### config.mk
export PLATFORM = sky130hd
export DESIGN_NAME = npsu_ctrl
export DESIGN_NICKNAME = d
export VERILOG_FILES = /design/src/rtl/npsu_pkg.sv /design/src/rtl/npsu_ctrl.sv
export VERILOG_INCLUDE_DIRS = /design/src /design/src/rtl
export SDC_FILE = /design/constraint.sdc
export NUM_CORES = 1
export LEC_CHECK = 0
export BUFFER_PORTS_ARGS = -buffer_cell sky130_fd_sc_hd__buf_2
export CAP_MARGIN = 20
export CORE_ASPECT_RATIO = 1.1
export CORE_MARGIN = 1.5
export CORE_UTILIZATION = 61
export DETAILED_ROUTE_END_ITERATION = 8
export PLACE_DENSITY = 0.95
export REMOVE_ABC_BUFFERS = 1
export SLEW_MARGIN = 10
export SYNTH_ARGS = -nofsm -noshare
export SYNTH_HDL_FRONTEND = slang
export SYNTH_SLANG_ARGS = --single-unit
### constraint.sdc
create_clock -name clock -period 8.2 [get_ports clock]
set_input_delay 1.23 -clock clock [delete_from_list [all_inputs] [get_ports clock]]
set_output_delay 1.23 -clock clock [all_outputs]
set_load 0.1 [all_outputs]
### src/rtl/nearest_point_search_unit_macros.svh
// Assertion helpers shared by the search unit modules.
`ifndef NEAREST_POINT_SEARCH_UNIT_MACROS_SVH
`define NEAREST_POINT_SEARCH_UNIT_MACROS_SVH

// Same-cycle implication.
`define NPSU_ASSERT_NOW(label, clk, rst, ante, cons, msg) \
   label: assert property (@(posedge clk) disable iff (rst) (ante) |-> (cons)) \
      else $error(msg);

// Next-cycle implication.
`define NPSU_ASSERT_NEXT(label, clk, rst, ante, cons, msg) \
   label: assert property (@(posedge clk) disable iff (rst) (ante) |=> (cons)) \
      else $error(msg);

`endif

### src/rtl/npsu_pkg.sv
package npsu_pkg;

   localparam int unsigned MAX_POINTS_DEF  = 256;
   localparam int unsigned ROUTE_SLOTS_DEF = 4;

   localparam int unsigned LAT_W      = 28;
   localparam int unsigned LNG_W      = 29;
   localparam int unsigned ID_W       = 21;
   localparam int unsigned PT_W       = LAT_W + LNG_W + ID_W;
   localparam int unsigned OUT_IDX_W  = 8;
   localparam int unsigned DLAT_W     = LAT_W + 1;
   localparam int unsigned DLNG_W     = LNG_W + 1;
   localparam int unsigned SQLAT_W    = 57;
   localparam int unsigned SQLNG_W    = 59;
   localparam int unsigned DIST_W     = 59;
   localparam int unsigned DIST_OUT_W = 58;

   typedef enum logic [1:0] {
      REQ_CLEAR   = 2'd0,
      REQ_APPEND  = 2'd1,
      REQ_NEAREST = 2'd2,
      REQ_PAIR    = 2'd3
   } npsu_req_type;

   typedef enum logic [1:0] {
      STAT_OK   = 2'd0,
      STAT_FEW  = 2'd1,
      STAT_FULL = 2'd2
   } npsu_status_type;

   typedef enum logic [2:0] {
      ST_IDLE,
      ST_DECIDE,
      ST_ROW,
      ST_SCAN,
      ST_DRAIN,
      ST_DONE
   } npsu_state_type;

   typedef struct packed {
      logic            accept;
      logic            clear;
      logic            append;
      logic            scan_start;
      logic            rd_en;
      logic            tag_valid;
      logic            ref_load;
      logic            out_load;
      logic            res_blank;
      npsu_status_type res_status;
   } npsu_cmd_type;

   typedef struct packed {
      npsu_req_type req_kind;
      logic         pipe_busy;
      logic         out_busy;
   } npsu_stat_type;

   // Wrap a two-bit slot number into the configured slot range.
   function automatic logic [1:0] slot_wrap(input logic [1:0] v, input int unsigned slots);
      int unsigned r;
      r = int'(v);
      for (int k = 0; k < 3; k++) begin
         if (r >= slots) begin
            r = r - slots;
         end
      end
      return r[1:0];
   endfunction

endpackage

### src/rtl/npsu_ctrl.sv
`include "nearest_point_search_unit_macros.svh"

module npsu_ctrl #(
   parameter int unsigned MAX_POINTS = npsu_pkg::MAX_POINTS_DEF,
   localparam int unsigned IDX_W = $clog2(MAX_POINTS),
   localparam int unsigned CNT_W = $clog2(MAX_POINTS + 1)
) (
   input  logic                   clock,
   input  logic                   reset,
   input  logic                   req_valid,
   output logic                   req_ready,
   input  npsu_pkg::npsu_stat_type stat,
   input  logic [CNT_W-1:0]       count,
   output npsu_pkg::npsu_cmd_type  cmd,
   output logic [IDX_W-1:0]       rd_idx
);
   import npsu_pkg::*;

   npsu_state_type  state_ff, state_in;
   logic [IDX_W-1:0] i_ff, i_in;
   logic [IDX_W-1:0] j_ff, j_in;
   npsu_status_type status_ff, status_in;
   logic            blank_ff, blank_in;

   logic pair;
   logic last_j;
   logic last_i;

   assign pair   = (stat.req_kind == REQ_PAIR);
   assign last_j = (CNT_W'(j_ff) == (count - CNT_W'(1)));
   assign last_i = (CNT_W'(i_ff) == (count - CNT_W'(1)));

   always_comb begin
      state_in = state_ff;
      case (state_ff)
         ST_IDLE: begin
            if (req_valid) begin
               state_in = ST_DECIDE;
            end
         end
         ST_DECIDE: begin
            case (stat.req_kind)
               REQ_NEAREST: state_in = (count == '0) ? ST_DONE : ST_SCAN;
               REQ_PAIR:    state_in = (count < CNT_W'(2)) ? ST_DONE : ST_ROW;
               default:     state_in = ST_DONE;
            endcase
         end
         ST_ROW: state_in = ST_SCAN;
         ST_SCAN: begin
            if (last_j) begin
               state_in = (pair && !last_i) ? ST_ROW : ST_DRAIN;
            end
         end
         ST_DRAIN: begin
            if (!stat.pipe_busy) begin
               state_in = ST_DONE;
            end
         end
         ST_DONE: begin
            if (!stat.out_busy) begin
               state_in = ST_IDLE;
            end
         end
         default: state_in = ST_IDLE;
      endcase
   end

   always_comb begin
      i_in      = i_ff;
      j_in      = j_ff;
      status_in = status_ff;
      blank_in  = blank_ff;
      case (state_ff)
         ST_DECIDE: begin
            i_in      = '0;
            j_in      = '0;
            status_in = STAT_OK;
            blank_in  = 1'b1;
            case (stat.req_kind)
               REQ_APPEND: begin
                  if (count >= CNT_W'(MAX_POINTS)) begin
                     status_in = STAT_FULL;
                  end else begin
                     blank_in = 1'b0;
                  end
               end
               REQ_NEAREST: begin
                  if (count == '0) begin
                     status_in = STAT_FEW;
                  end else begin
                     blank_in = 1'b0;
                  end
               end
               REQ_PAIR: begin
                  if (count < CNT_W'(2)) begin
                     status_in = STAT_FEW;
                  end else begin
                     blank_in = 1'b0;
                  end
               end
               default: ;
            endcase
         end
         ST_SCAN: begin
            if (last_j) begin
               j_in = '0;
               i_in = i_ff + IDX_W'(1);
            end else begin
               j_in = j_ff + IDX_W'(1);
            end
         end
         default: ;
      endcase
   end

   always_comb begin
      cmd            = '0;
      cmd.res_blank  = blank_ff;
      cmd.res_status = status_ff;
      rd_idx         = j_ff;
      req_ready      = 1'b0;
      case (state_ff)
         ST_IDLE: begin
            req_ready  = 1'b1;
            cmd.accept = req_valid;
         end
         ST_DECIDE: begin
            cmd.clear      = (stat.req_kind == REQ_CLEAR);
            cmd.append     = (stat.req_kind == REQ_APPEND) && (count < CNT_W'(MAX_POINTS));
            cmd.scan_start = 1'b1;
         end
         ST_ROW: begin
            rd_idx       = i_ff;
            cmd.rd_en    = 1'b1;
            cmd.ref_load = 1'b1;
         end
         ST_SCAN: begin
            cmd.rd_en     = 1'b1;
            cmd.tag_valid = !pair || (j_ff != i_ff);
         end
         ST_DONE: begin
            cmd.out_load = !stat.out_busy;
         end
         default: ;
      endcase
   end

   always_ff @(posedge clock) begin
      if (reset) begin
         state_ff  <= ST_IDLE;
         i_ff      <= '0;
         j_ff      <= '0;
         status_ff <= STAT_OK;
         blank_ff  <= 1'b1;
      end else begin
         state_ff  <= state_in;
         i_ff      <= i_in;
         j_ff      <= j_in;
         status_ff <= status_in;
         blank_ff  <= blank_in;
      end
   end

   `NPSU_ASSERT_NOW(a_scan_in_table, clock, reset, (state_ff == ST_SCAN), (CNT_W'(j_ff) < count), "scan index past table count")
   `NPSU_ASSERT_NEXT(a_accept_decide, clock, reset, (req_valid && req_ready), (state_ff == ST_DECIDE), "accepted beat did not reach decode")
   `NPSU_ASSERT_NEXT(a_row_restart, clock, reset, (state_ff == ST_ROW), ((state_ff == ST_SCAN) && (j_ff == '0)), "row load did not restart inner scan")

endmodule

Word level (Yosys, flattened, before mapping)
Index checks and enable logic that the tools add are counted.

Bits in registers: 22. Input bits: 16. Output and inout bits: 20.

Add/sub/neg operators: 3. Order comparisons: 3. Equality and inequality tests: 15. Mux-type cells: 29. Reductions and logical operators: 13.

Operators with widths (count): $pmux 8 s2 (2); $mux 3 (8); $mux 8 (3); $eq 8x9->1 (2); $pmux 3 s6 (1); $add 8x1->8 const B (2); $mux 1 (11); $ge 9x9->1 const B (1); $logic_not 9->1 (1); $lt 9x2->1 const B (1); $lt 9x9->1 const B (1); $sub 9x1->9 const B (1); $ne 2x2->1 const B (4); $ne 8x8->1 (1); $eq 3x2->1 const B (2); $eq 3x3->1 const B (2); $pmux 2 s3 (1); $pmux 3 s2 (1); $eq 2x2->1 const B (2); $reduce_and 4->1 (1); $eq 3x1->1 const B (1); $logic_not 1->1 (3); $logic_not 3->1 (1); $pmux 1 s3 (1); other kinds (8) (9).

Logic depth before layout (Yosys ltp)
Word-level depth: 7. Depth in mapped cells: 11. Gate-level depth less buffers: 9.

Worst setup path after synthesis
Ideal clock, no wire load.

Path kind: input-to-output. Start: in stat[3] (netlist bit). End: out cmd[8] (netlist bit). Data arrival time: 4581 ps. Required time: 6970 ps. Path slack: 2389 ps. Stages on the path: 2. Cells stage by stage: clkbuf_1 > nor4b_1.

RTL lines: from (decl) (line npsu_ctrl.sv:12) `input npsu_pkg::npsu_stat_type stat,`; to (decl) (line npsu_ctrl.sv:14) `output npsu_pkg::npsu_cmd_type cmd,`.

Final worst setup path
Start: reg state_ff[1]. End: out rd_idx[4].

Word-level cells in the longest chain between the ends: 2.

RTL lines: from (decl) (line npsu_ctrl.sv:19) `npsu_state_type state_ff, state_in;`; from (signal assigned) (line npsu_ctrl.sv:156) `state_ff <= state_in;`; $eq 3x2->1 (line npsu_ctrl.sv:122) `case (state_ff)`; $mux 8 (line npsu_ctrl.sv:122); to (decl) (line npsu_ctrl.sv:15) `output logic [IDX_W-1:0] rd_idx`.

No other way between the ends.

==> flow_summary.json <==
{
  "required_ns": 6.97,
  "rr_worst_depth": 7,
  "cp_cell_sequence": "clkinv_1, nor3_1, buf_4, mux2_2, buf_2",
  "critPathSlowestCell": "dfxtp_1",
  "syn_inst": 297,
  "status": "completed",
  "grt_setup_unrepaired": "false",
  "holdBufCountCts": 0,
  "synth_cell_types": 60,
  "critical_path_buf_inv_count": 3,
  "finalClockSkew_ns": 0.0118,
  "final_core_util": 0.685,
  "hold_path.class": "flop to flop",
  "crit_path_max_incr_delay_ns": 0.65,
  "cap_violations": 0,
  "async_flop_share": 0,
  "crit_path_max_fanout": 14,
  "grt_pass1_vias": 2065,
  "cts_htree_levels": 1,
  "max_clock_freq_mhz": 258,
  "coreArea_um2": 3360,
  "post-cts-setup-buffer-count": 0,
  "insertion_delay_ns": 0.32,
  "worst_setup_path_start_kind": "flop",
  "track_usage": 0.304,
  "area_growth_pct": 6.12,
  "tns_ns": 0,
  "yosysWarnings": 0,
  "syn_area_um2": 2170,
  "drv_slew": 0,
  "finalCritPeriodShare": 0.472,
  "hpwl_um": 4270,
  "leakage_nw": 0.854,
  "cp_top_family": "buffers and inverters",
  "tightest_slew_ns": 0.690,
  "drt-wirelength-per-cell_um": 16.7,
  "cts_inserted_buffers": 3,
  "wirelength_um": 5900,
  "ant_nets": 0,
  "cp.arrival_ns": 2.64,
  "grt_overflow_total": 0,
  "cts_tree": "built",
  "drt-pass1-iter-count": 5,
  "start_util": 0.646,
  "syn_avg_cell_area_um2": 7.30,
  "layout-drive-gt1-share": 0.193,
  "crit_start": "state_ff[1]",
  "setup_viol": 0,
  "gp_congestion": 0.956,
  "r2r_end": "i_ff[3]",
  "n_antenna_cell": 0,
  "clockRootBuffer": "clkbuf_4",
  "die_y_um": 65.5,
  "post_cts_resized": 0,
  "synth_flop_cell": "dfxtp_1",
  "powerDensity_nw_per_um2": 134,
  "synth-seq-cells": 22,
  "dieWidth_um": 59.8,
  "clk_pin_slew_ns": 0.13,
  "r2r_slack_ns": 5.67,
  "grt_pass1_wl_um": 9370,
  "ir_drop_uv": 164,
  "vias": 2390,
  "final-hold-violation-count": 0,
  "min_period_ns": 3.87,
  "synth_seq_area_share": 0.203,
  "slew_headroom": 0.540,
  "drc": 0,
  "dieArea_um2": 3920,
  "synth_edf_count": 0,
  "rows": 22,
  "antenna_found_initial": 0,
  "grt_max_degree": 21,
  "critPathCaptureType": "output port",
  "worstSetupPathDepth": 5,
  "fin_nets": 327,
  "mostFrequentLayoutCell": "buf_2",
  "final_cell_mix": "buf_2 (35), nand2_1 (27), dfxtp_1 (22), a21oi_1 (19), nor3_1 (18)",
  "crit_type": "flop to output port",
  "clock-sinks": 22,
  "r2r_start": "j_ff[2]",
  "endpoint": "rd_idx[4]",
  "cts_buffer_depth": 2,
  "io_buffers": 35,
  "ioPinCount": 36,
  "post_drt_via_cell_ratio": 6.75,
  "detail_route.iter0.violations": 237
}
==> tightest hold or removal path, stage by stage, from the launching register on <==
cell     delay [ns]
dfxtp_1        0.34
nand2_1        0.05
a21oi_1        0.06
==> state kept, by name, indices dropped and copies added, names as in the netlist <==
name / count
i_ff: 8
j_ff: 8
state_ff: 3
status_ff: 2
blank_ff: 1
==> cells by family after synthesis <==
group / count (synthesis) / share of synthesized area
and+or+nand+nor: 121 / 0.309
AOI/OAI and AO/OA: 78 / 0.241
buffers and inverters: 40 / 0.0831
DFF: 22 / 0.203
xor gates and xnor gates: 21 / 0.0848
muxes: 11 / 0.0554
adders and majority gates: 4 / 0.0231
==> metal layers <==
metal / wire length (um) / global-route usage / vias to the layer above
met5: 0 / 0 / -
met3: 465 / 0.0335 / 17
li1: - / - / 1120
met1: 2410 / 0.395 / 1112
met2: 2900 / 0.501 / 141
met4: 126 / 0.125 / 0
==> where the power goes <==
part	internal [W]	total, W	switching [W]	leakage [nW]
sequential	0.000110	0.000118	0.00000780	0.178
combinational	0.0000297	0.000129	0.0000990	0.655
clock	0.0000272	0.0000617	0.0000345	0.0210
total	0.000167	0.000308	0.000141	0.854
==> worst min-delay path by stage <==
stage	to	startpoint	slack, ns	depth (start not counted)
floorplan	j_ff[7]	j_ff[7]	0.50	2
global route	status_ff[0]	status_ff[0]	0.51	2
detailed placement	status_ff[0]	status_ff[0]	0.47	2
global placement	blank_ff	blank_ff	0.44	1
CTS	status_ff[0]	status_ff[0]	0.49	2
finish	status_ff[0]	status_ff[0]	0.49	2
==> cells in the mapped netlist (2+ instances only) <==
library cell / count / share of area
o31a_1: 3 / 0.012
ha_1: 4 / 0.023
xnor2_1: 11 / 0.044
nor2_2: 2 / 0.0058
o21a_1: 4 / 0.014
buf_6: 3 / 0.016
o21ai_0: 15 / 0.035
nor4_1: 6 / 0.017
nand3_1: 13 / 0.030
clkbuf_1: 22 / 0.038
nand3b_1: 3 / 0.010
buf_1: 2 / 0.0035
nor4b_1: 3 / 0.012
nand2_1: 27 / 0.047
nand4_1: 5 / 0.014
nor2_1: 12 / 0.021
or3_1: 8 / 0.023
mux2i_1: 3 / 0.014
and3_1: 2 / 0.0058
a31o_2: 2 / 0.0081
nor3_1: 18 / 0.042
o211ai_1: 3 / 0.010
a31oi_1: 9 / 0.026
a41oi_1: 3 / 0.012
inv_1: 8 / 0.014
o21ai_1: 2 / 0.0046
nor2b_1: 3 / 0.0087
xor2_1: 10 / 0.040
a211o_1: 2 / 0.0081
or4_1: 5 / 0.017
nand2b_1: 4 / 0.012
dfxtp_1: 22 / 0.20
a21oi_1: 19 / 0.044
a211oi_1: 4 / 0.014
mux2_2: 8 / 0.042
buf_2: 3 / 0.0069
==> through the flow <==
step	setup slack, ns	hold WS (ns)	total power (W)	std cells	cell area [um^2]
5_1_grt	4.18	0.508	0.000320	354	2300
3_3_place_gp	4.40	0.438	0.000245	350	2260
3_5_place_dp	4.30	0.474	0.000247	350	2260
2_1_floorplan	1.23	0.502	0.000216	266	2020
4_1_cts	4.38	0.491	0.000306	354	2300
6_report	4.33	0.488	0.000308	354	2300
==> final cells by class <==
cell class	count	area, um^2
flip-flops and latches	22	440
inverters	9	33.8
multi-input cells	235	1550
clock buffers	4	36.3
repair buffers	36	183
fillers	290	1060
well taps	48	60.1
No activity file was read; power rests on OpenSTA's default activity.
